<file path="config.mk">
export PLATFORM = sky130hd
export DESIGN_NAME = ethertype_demux_table_unit
export DESIGN_NICKNAME = d
export VERILOG_FILES = /design/src/rtl/etdmx_pkg.sv /design/src/rtl/etdmx_dpath.sv /design/src/rtl/etdmx_ctrl.sv /design/src/rtl/ethertype_demux_table_unit.sv
export SDC_FILE = /design/constraint.sdc
export NUM_CORES = 1
export LEC_CHECK = 0
export BUFFER_PORTS_ARGS = -buffer_cell sky130_fd_sc_hd__buf_2
export CAP_MARGIN = 20
export CORE_MARGIN = 2
export CORE_UTILIZATION = 64
export CTS_BUF_LIST = sky130_fd_sc_hd__clkbuf_4 sky130_fd_sc_hd__clkbuf_8
export CTS_CLUSTER_SIZE = 20
export DETAILED_ROUTE_END_ITERATION = 8
export GPL_TIMING_DRIVEN = 1
export PLACE_DENSITY_LB_ADDON = 0.2
export SETUP_SLACK_MARGIN = 0.2
export SYNTH_ARGS = -nofsm -noshare
export SYNTH_HDL_FRONTEND = slang
export SYNTH_HIERARCHICAL = 1
export SYNTH_SLANG_ARGS = --single-unit
</file>
<file path="constraint.sdc">
create_clock -name clk -period 13 [get_ports clk]
set_input_delay 1.3 -clock clk [delete_from_list [all_inputs] [get_ports clk]]
set_output_delay 1.3 -clock clk [all_outputs]
set_load 0.02 [all_outputs]
</file>
<file path="src/rtl/etdmx_pkg.sv">
// Shared types and constants for the ethertype demux table.
// Used by etdmx_ctrl, etdmx_dpath and ethertype_demux_table_unit.
`default_nettype none

package etdmx_pkg;

	// stream payload widths
	localparam int S_TDATA_W = 56;  // family, ethertype, desc_length
	localparam int S_TUSER_W = 3;   // op, desc_is_etype2
	localparam int M_TDATA_W = 32;  // found_family
	localparam int M_TUSER_W = 3;   // status

	localparam logic [7:0] DESC_LEN_REQ = 8'd2;

	typedef enum logic [1:0] {
		OP_ADD    = 2'd0,
		OP_DEL    = 2'd1,
		OP_LOOKUP = 2'd2
	} op_t;

	typedef enum logic [2:0] {
		ST_OK          = 3'd0,
		ST_BAD_LENGTH  = 3'd1,
		ST_UNSUPPORTED = 3'd2,
		ST_FULL        = 3'd3,
		ST_NO_MATCH    = 3'd4,
		ST_EMPTY       = 3'd5
	} status_t;

	// controller -> datapath
	typedef struct packed {
		logic    load_item;
		logic    clr;
		logic    scan_step;
		logic    add_commit;
		logic    walk_issue;
		logic    cmp_del;
		logic    cmp_lookup;
		logic    del_finish;
		logic    out_load;
		logic    out_found;
		status_t out_status;
	} cmd_t;

	// datapath -> controller
	typedef struct packed {
		op_t  op;
		logic is_e2;
		logic len_ok;
		logic used_zero;
		logic full;
		logic slot_free;
		logic idx_at_hw;
		logic s1_vld;
		logic lk_match;
		logic del_hit;
	} stat_t;

endpackage

`default_nettype wire

</file>
<file path="src/rtl/etdmx_dpath.sv">
// Datapath of the ethertype demux table: item registers, table memory,
// valid bits, counters, walk pipeline and result register. Uses etdmx_pkg.
`default_nettype none

module etdmx_dpath #(
	parameter int ENTRIES = 16
) (
	input  wire logic                            clk,
	input  wire logic                            arst_n,
	input  wire logic [etdmx_pkg::S_TDATA_W-1:0] s_tdata,
	input  wire logic [etdmx_pkg::S_TUSER_W-1:0] s_tuser,
	input  wire etdmx_pkg::cmd_t                 cmd,
	output etdmx_pkg::stat_t                     st,
	output logic      [etdmx_pkg::M_TDATA_W-1:0] m_tdata,
	output logic      [etdmx_pkg::M_TUSER_W-1:0] m_tuser
);

	localparam int AW = $clog2(ENTRIES);
	localparam int CW = $clog2(ENTRIES + 1);

	// item registers
	etdmx_pkg::op_t op_q;
	logic [31:0]    fam_q;
	logic [15:0]    et_q;
	logic           e2_q;
	logic [7:0]     len_q;

	// table
	logic [31:0]        fam_mem [ENTRIES];
	logic [15:0]        et_mem  [ENTRIES];
	logic [ENTRIES-1:0] valid_q;
	logic [CW-1:0]      used_q;
	logic [CW-1:0]      hw_q;
	logic [CW-1:0]      idx_q;

	// walk pipeline
	logic          rd_vld_s1;
	logic          rd_ok_s1;
	logic [AW-1:0] rd_idx_s1;
	logic [31:0]   rd_fam_s1;
	logic [15:0]   rd_et_s1;

	logic          hit_q;
	logic          keep_q;
	logic [AW-1:0] keep_idx_q;
	logic [31:0]   found_q;

	logic [31:0]   out_fam_q;
	logic [2:0]    out_status_q;

	logic          del_match;
	logic          lk_match;
	logic          entry_live;
	logic [CW-1:0] idx_inc;

	assign entry_live = rd_vld_s1 & rd_ok_s1;
	assign del_match  = entry_live & (rd_fam_s1 == fam_q);
	assign lk_match   = entry_live & (rd_et_s1 == et_q);
	assign idx_inc    = idx_q + CW'(1);

	always_comb begin
		st.op        = op_q;
		st.is_e2     = e2_q;
		st.len_ok    = (len_q == etdmx_pkg::DESC_LEN_REQ);
		st.used_zero = (used_q == '0);
		st.full      = (used_q == CW'(ENTRIES));
		st.slot_free = ~valid_q[idx_q[AW-1:0]];
		st.idx_at_hw = (idx_q == hw_q);
		st.s1_vld    = rd_vld_s1;
		st.lk_match  = lk_match;
		st.del_hit   = hit_q;
	end

	always_ff @(posedge clk) begin
		if (cmd.load_item) begin
			op_q  <= etdmx_pkg::op_t'(s_tuser[1:0]);
			e2_q  <= s_tuser[2];
			fam_q <= s_tdata[31:0];
			et_q  <= s_tdata[47:32];
			len_q <= s_tdata[55:48];
		end
		if (cmd.add_commit) begin
			fam_mem[idx_q[AW-1:0]] <= fam_q;
			et_mem[idx_q[AW-1:0]]  <= et_q;
		end
		if (cmd.walk_issue) begin
			rd_fam_s1 <= fam_mem[idx_q[AW-1:0]];
			rd_et_s1  <= et_mem[idx_q[AW-1:0]];
			rd_ok_s1  <= valid_q[idx_q[AW-1:0]];
			rd_idx_s1 <= idx_q[AW-1:0];
		end
		if (cmd.cmp_lookup && lk_match) begin
			found_q <= rd_fam_s1;
		end
		if (cmd.out_load) begin
			out_status_q <= cmd.out_status;
			out_fam_q    <= cmd.out_found ? found_q : 32'd0;
		end
	end

	always_ff @(posedge clk or negedge arst_n) begin
		if (!arst_n) begin
			valid_q    <= '0;
			used_q     <= '0;
			hw_q       <= '0;
			idx_q      <= '0;
			rd_vld_s1  <= 1'b0;
			hit_q      <= 1'b0;
			keep_q     <= 1'b0;
			keep_idx_q <= '0;
		end else begin
			rd_vld_s1 <= cmd.walk_issue;
			if (cmd.clr) begin
				idx_q  <= '0;
				hit_q  <= 1'b0;
				keep_q <= 1'b0;
			end else if (cmd.scan_step || cmd.walk_issue) begin
				idx_q <= idx_inc;
			end
			if (cmd.add_commit) begin
				valid_q[idx_q[AW-1:0]] <= 1'b1;
				used_q                 <= used_q + CW'(1);
				if (idx_inc > hw_q) begin
					hw_q <= idx_inc;
				end
			end
			if (cmd.cmp_del) begin
				if (del_match) begin
					valid_q[rd_idx_s1] <= 1'b0;
					used_q             <= used_q - CW'(1);
					hit_q              <= 1'b1;
				end else if (entry_live) begin
					// walk ascends, so the last kept entry is the highest one
					keep_q     <= 1'b1;
					keep_idx_q <= rd_idx_s1;
				end
			end
			if (cmd.del_finish && hit_q) begin
				hw_q <= keep_q ? (CW'(keep_idx_q) + CW'(1)) : '0;
			end
		end
	end

	assign m_tdata = out_fam_q;
	assign m_tuser = out_status_q;

endmodule

`default_nettype wire

</file>
<file path="src/rtl/etdmx_ctrl.sv">
// Controller of the ethertype demux table: sequences checks, free-slot
// scan, table walk and result handoff. Uses etdmx_pkg.
`default_nettype none

module etdmx_ctrl (
	input  wire logic             clk,
	input  wire logic             arst_n,
	input  wire logic             s_tvalid,
	output logic                  s_tready,
	output logic                  m_tvalid,
	input  wire logic             m_tready,
	input  wire etdmx_pkg::stat_t st,
	output etdmx_pkg::cmd_t       cmd
);

	typedef enum logic [2:0] {
		S_IDLE,
		S_CHECK,
		S_SCAN,
		S_WALK,
		S_DONE
	} state_t;

	state_t                  state_q, state_d;
	etdmx_pkg::status_t      res_q, res_d;
	logic                    fnd_q, fnd_d;
	logic                    out_vld_q, out_vld_d;
	logic                    walk_end;

	// nothing in flight and nothing left to issue
	assign walk_end = st.idx_at_hw & ~st.s1_vld;

	always_comb begin
		cmd     = '0;
		state_d = state_q;
		res_d   = res_q;
		fnd_d   = fnd_q;
		case (state_q)
			S_IDLE: begin
				if (s_tvalid) begin
					cmd.load_item = 1'b1;
					state_d       = S_CHECK;
				end
			end
			S_CHECK: begin
				cmd.clr = 1'b1;
				fnd_d   = 1'b0;
				state_d = S_DONE;
				case (st.op)
					etdmx_pkg::OP_ADD: begin
						if (!st.is_e2) begin
							res_d = etdmx_pkg::ST_UNSUPPORTED;
						end else if (!st.len_ok) begin
							res_d = etdmx_pkg::ST_BAD_LENGTH;
						end else if (st.full) begin
							res_d = etdmx_pkg::ST_FULL;
						end else begin
							state_d = S_SCAN;
						end
					end
					etdmx_pkg::OP_DEL, etdmx_pkg::OP_LOOKUP: begin
						if (st.used_zero) begin
							res_d = etdmx_pkg::ST_EMPTY;
						end else begin
							state_d = S_WALK;
						end
					end
					default: begin
						res_d = etdmx_pkg::ST_UNSUPPORTED;
					end
				endcase
			end
			S_SCAN: begin
				// a free slot exists since the table is not full
				if (st.slot_free) begin
					cmd.add_commit = 1'b1;
					res_d          = etdmx_pkg::ST_OK;
					state_d        = S_DONE;
				end else begin
					cmd.scan_step = 1'b1;
				end
			end
			S_WALK: begin
				cmd.walk_issue = ~st.idx_at_hw;
				if (st.op == etdmx_pkg::OP_LOOKUP) begin
					cmd.cmp_lookup = 1'b1;
					if (st.lk_match) begin
						res_d   = etdmx_pkg::ST_OK;
						fnd_d   = 1'b1;
						state_d = S_DONE;
					end else if (walk_end) begin
						res_d   = etdmx_pkg::ST_NO_MATCH;
						state_d = S_DONE;
					end
				end else begin
					cmd.cmp_del = 1'b1;
					if (walk_end) begin
						cmd.del_finish = 1'b1;
						res_d   = st.del_hit ? etdmx_pkg::ST_OK : etdmx_pkg::ST_NO_MATCH;
						state_d = S_DONE;
					end
				end
			end
			S_DONE: begin
				if (!out_vld_q || m_tready) begin
					cmd.out_load = 1'b1;
					state_d      = S_IDLE;
				end
			end
			default: begin
				state_d = S_IDLE;
			end
		endcase
		cmd.out_status = res_q;
		cmd.out_found  = fnd_q;

		if (cmd.out_load) begin
			out_vld_d = 1'b1;
		end else if (m_tready) begin
			out_vld_d = 1'b0;
		end else begin
			out_vld_d = out_vld_q;
		end
	end

	always_ff @(posedge clk or negedge arst_n) begin
		if (!arst_n) begin
			state_q   <= S_IDLE;
			res_q     <= etdmx_pkg::ST_OK;
			fnd_q     <= 1'b0;
			out_vld_q <= 1'b0;
		end else begin
			state_q   <= state_d;
			res_q     <= res_d;
			fnd_q     <= fnd_d;
			out_vld_q <= out_vld_d;
		end
	end

	assign s_tready = (state_q == S_IDLE);
	assign m_tvalid = out_vld_q;

endmodule

`default_nettype wire

</file>
<file path="src/rtl/ethertype_demux_table_unit.sv">
// Top level of the ethertype demux table: controller plus datapath.
// Depends on etdmx_pkg, etdmx_ctrl and etdmx_dpath.
//
//   channel | dir | tdata (low bit up)                     | tuser (low bit up)
//   s_*     | in  | family 32, ethertype 16, desc_length 8 | op 2, desc_is_etype2 1
//   m_*     | out | found_family 32                        | status 3
//
// One transaction at a time. Rejected adds, empty-table and unknown ops end
// after the check; an add first scans for the lowest free slot; delete and
// lookup walk the table one entry per cycle through a registered memory read,
// up to the high-water mark (a lookup hit ends the walk at its slot).
// A finished result sits in the output register while the next transaction is
// taken; the block only stalls when that register is still full at finish.
// Reset clears valid bits, counts and the handshake state; no clearing pass.
`default_nettype none

module ethertype_demux_table_unit #(
	parameter int ENTRIES = 16
) (
	input  wire logic                            clk,
	input  wire logic                            arst_n,
	input  wire logic                            s_tvalid,
	output logic                                 s_tready,
	// family[31:0], ethertype[47:32], desc_length[55:48]
	input  wire logic [etdmx_pkg::S_TDATA_W-1:0] s_tdata,
	// op[1:0], desc_is_etype2[2]
	input  wire logic [etdmx_pkg::S_TUSER_W-1:0] s_tuser,
	output logic                                 m_tvalid,
	input  wire logic                            m_tready,
	// found_family[31:0]
	output logic      [etdmx_pkg::M_TDATA_W-1:0] m_tdata,
	// status[2:0]
	output logic      [etdmx_pkg::M_TUSER_W-1:0] m_tuser
);

	etdmx_pkg::cmd_t  cmd;
	etdmx_pkg::stat_t st;

	etdmx_ctrl u_ctrl (
		.clk      (clk),
		.arst_n   (arst_n),
		.s_tvalid (s_tvalid),
		.s_tready (s_tready),
		.m_tvalid (m_tvalid),
		.m_tready (m_tready),
		.st       (st),
		.cmd      (cmd)
	);

	etdmx_dpath #(
		.ENTRIES (ENTRIES)
	) u_dpath (
		.clk     (clk),
		.arst_n  (arst_n),
		.s_tdata (s_tdata),
		.s_tuser (s_tuser),
		.cmd     (cmd),
		.st      (st),
		.m_tdata (m_tdata),
		.m_tuser (m_tuser)
	);

endmodule

`default_nettype wire
</file>
==> results.yml <==
sta:
  setup_tns_ps: 0
  fin_worst_skew_ps: 35.75
  fmaxAchievable_ghz: 0.1761
  rsz0062_at_grt: "false"
  min_period_over_period_pct: 43.68
  slew_headroom_pct: 21.10
  worstMarginPinSlew_ps: 1173
  period_minus_slack_ps: 5678
  hold_viol_final: 0
  setup_ws_ps: 7322
  finalSetupViolCount: 0
  finalMaxSlewViolations: 0
yosys:
  synth_seq_area_share_pct: 78.25
  synth_warnings: 6
  async_flop_share_pct: 4.632
  avgSynthCellArea_um2: 23.00
  synth_fp_nets: 1724
  ys_ff_latch: 993
  ys.flop_type: "edfxtp_1"
  synth.distinct_cells: 51
  synth_cells: 1644
  syn_area_um2: 37820
  synth_edf_count: 947
setup_path:
  r2r_end: "u_dpath/et_mem[15][9]$_DFFE_PP_"
  r2r_slack_ps: 7320
  critPathLaunchType: "flop"
  cp.required_ps: 13430
  worstSetupEndpointType: "flop"
  crit_arrival_ps: 6110
  r2r_start: "u_dpath/idx_q[0]$_DFFE_PN0P_"
  path_class: "flop to flop"
  crit_fanout: 106
  reg2reg_depth: 8
finish:
  syn_to_final_growth_pct: 12.19
  seqCellArea_um2: 29600
  nNetsFinal: 1947
  fillers: 3301
  drive_above_1_share_pct: 33.47
  multi_input_area_um2: 7848
clocking:
  clkTransAtPathRegs_ps: 60
  insertion_delay_ps: 800
  cts.sinks: 993
  clockRootBuffer: "clkbuf_8"
  htreeDepth: 4
  cts_tree: "built"
  cts_hold_buf: 0
  clock_path_buffers: 3
  cts_buffers: 155
  cts_setup_buffers: 0
  post_cts_resized: 0
grt:
  grt_max_degree: 107
  antenna_found_initial: 3
  grt_usage_pct: 26.93
  grt_pass1_wl_um: 115300
  grt_pass1_vias: 18010
  gr-total-overflow: 0
power:
  ir_drop_mv: 0.1382
  power_density_nw_per_um2: 152.9
  p_leak_nw: 13.65
  p_total_mw: 6.486
detailed_routing:
  ant_nets: 0
  via_count: 17550
  drt-total-wl_um: 78190
  vias_per_cell: 6.349
  routed-wl-met3_um: 8030
  firstDrtPassIters: 5
  drt_iter0_drc: 1844
  met1_length_um: 30940
  top_layer_used: "met5"
  detail_route.wl_per_cell_um: 28.29
  drc: 0
  met2_length_um: 37710
floorplan:
  io_pins: 100
  core_um2: 58690
  die-area_um2: 61050
  die_h_um: 247.1
  rows: 89
  fp.dieW_um: 247.1
  start_util_pct: 64.44
placed_design:
  io_buffer_count: 99
  hpwlAfterDp_um: 45550
  pre_cts_slack_ps: 7275
  gp_congestion: 0.8141
run:
  maxCapViolCount: 0
worst_hold_path:
  hp-class: "input pin to asynchronous set/reset pin"
run_status:
  status: "completed"
==> worst max-delay path by stage <==
stage                                 startpoint                           endpoint  slack (ps)
floorplan           u_dpath/idx_q[1]$_DFFE_PN0P_     u_dpath/et_mem[0][0]$_DFFE_PP_        6700
global placement    u_dpath/idx_q[0]$_DFFE_PN0P_    u_dpath/et_mem[15][1]$_DFFE_PP_        7380
detailed placement  u_dpath/idx_q[0]$_DFFE_PN0P_   u_dpath/et_mem[15][12]$_DFFE_PP_        7270
CTS                 u_dpath/idx_q[0]$_DFFE_PN0P_    u_dpath/et_mem[15][9]$_DFFE_PP_        7270
global route        u_dpath/idx_q[0]$_DFFE_PN0P_  u_dpath/fam_mem[12][29]$_DFFE_PP_        6980
finish              u_dpath/idx_q[0]$_DFFE_PN0P_    u_dpath/et_mem[15][9]$_DFFE_PP_        7320
==> kinds of logic after synthesis <==
group,after synthesis,synth area share [%]
buf+inv,92,1.353
simple gates,166,2.356
mux,259,15.05
flops,993,78.25
fa+ha+maj,17,0.5625
xor+xnor,63,1.459
compound gates,54,0.9761
==> layout by cell type, fill, tap and decap left out, types with 24 or more instances in the layout <==
cell type / netlist / layout
edfxtp_1: 947 / 947
and2_1: 37 / 35
clkbuf_4: 0 / 54
nand3_1: 24 / 24
buf_4: 6 / 37
buf_2: 12 / 99
mux4_2: 242 / 242
clkbuf_8: 0 / 164
xor2_1: 42 / 42
clkinv_1: 0 / 28
dfrtp_1: 46 / 42
==> critical path: stages, from the launching register on <==
cell     delay [ps]
dfrtp_4         900
buf_12          650
mux4_2          610
mux4_2          500
inv_2            90
nor3b_1         570
nand2_1         380
nor2_4          870
buf_4           520
==> area by class of cell <==
cell class,count,area share (%)
well taps,773,2.280
inverters,20,0.1770
diodes,1,0.005899
multi-input cells,559,18.50
repair buffers,138,1.917
flip-flops and latches,993,69.78
clock inverters,62,1.065
clock buffers,218,6.276
==> metrics by stage <==
step	cell area (µm²)	util (%)	cells	hold WS [ps]
after floorplan	37820	-	1644	423.1
after global placement	39290	66.94	2482	443.5
after detailed placement	39290	66.94	2482	446.7
after CTS	42400	72.25	2762	461.5
after global routing	42420	72.29	2764	327.8
final	42420	72.29	2764	375.9
==> registers in the layout, indices dropped and copies added (netlist names), 2 cells and up <==
name and count:
u_dpath/et_q 16, u_dpath/keep_idx_q 4, u_dpath/rd_fam_s1 32, u_dpath/fam_q 32
u_ctrl/state_q 3, u_dpath/idx_q 5, u_dpath/len_q 8, u_dpath/m_tdata 32
u_dpath/used_q 5, u_dpath/fam_mem 512, u_dpath/rd_idx_s1 4, u_dpath/et_mem 256
u_dpath/rd_et_s1 16, u_dpath/found_q 32, u_dpath/hw_q 5, u_dpath/op_q 2
u_dpath/m_tuser 3, u_dpath/valid_q 16, u_ctrl/res_q 3
==> cells in the mapped netlist, types with 2 or more instances <==
cell	number	area share (%)
a211oi_1	4	0.079
inv_1	18	0.18
dfrtp_1	46	3.0
buf_2	12	0.16
nor2_1	34	0.34
and2_1	37	0.61
a21o_1	3	0.060
mux4_2	242	14
nor4_1	12	0.20
nor2b_1	7	0.12
and3_1	3	0.050
buf_4	6	0.12
nor3b_1	2	0.040
mux2_1	4	0.12
nand2_1	19	0.19
o21a_1	18	0.36
or3_1	4	0.066
o21ai_0	7	0.093
a21oi_1	11	0.15
xnor2_1	21	0.49
buf_6	15	0.45
ha_1	17	0.56
nand2b_1	5	0.083
clkbuf_1	37	0.37
nand4_1	7	0.12
nor3_1	8	0.11
nand3_1	24	0.32
edfxtp_1	947	75
mux4_1	3	0.21
inv_2	2	0.020
mux2i_1	6	0.16
mux2_4	3	0.12
xor2_1	42	0.97
==> per-layer routing <==
metal | global-route usage, % | up-vias
met2 | 41.00 | 898
met1 | 39.16 | 9223
li1 | - | 7311
met3 | 7.499 | 116
met5 | 0 | -
met4 | 7.760 | 2
==> power by group <==
part	total, mW	internal (mW)	switching [mW]
Combinational	0.161	0.0501	0.111
Clock	2.60	1.43	1.18
Sequential	3.72	3.62	0.101
No activity file was read; power rests on OpenSTA's default activity.
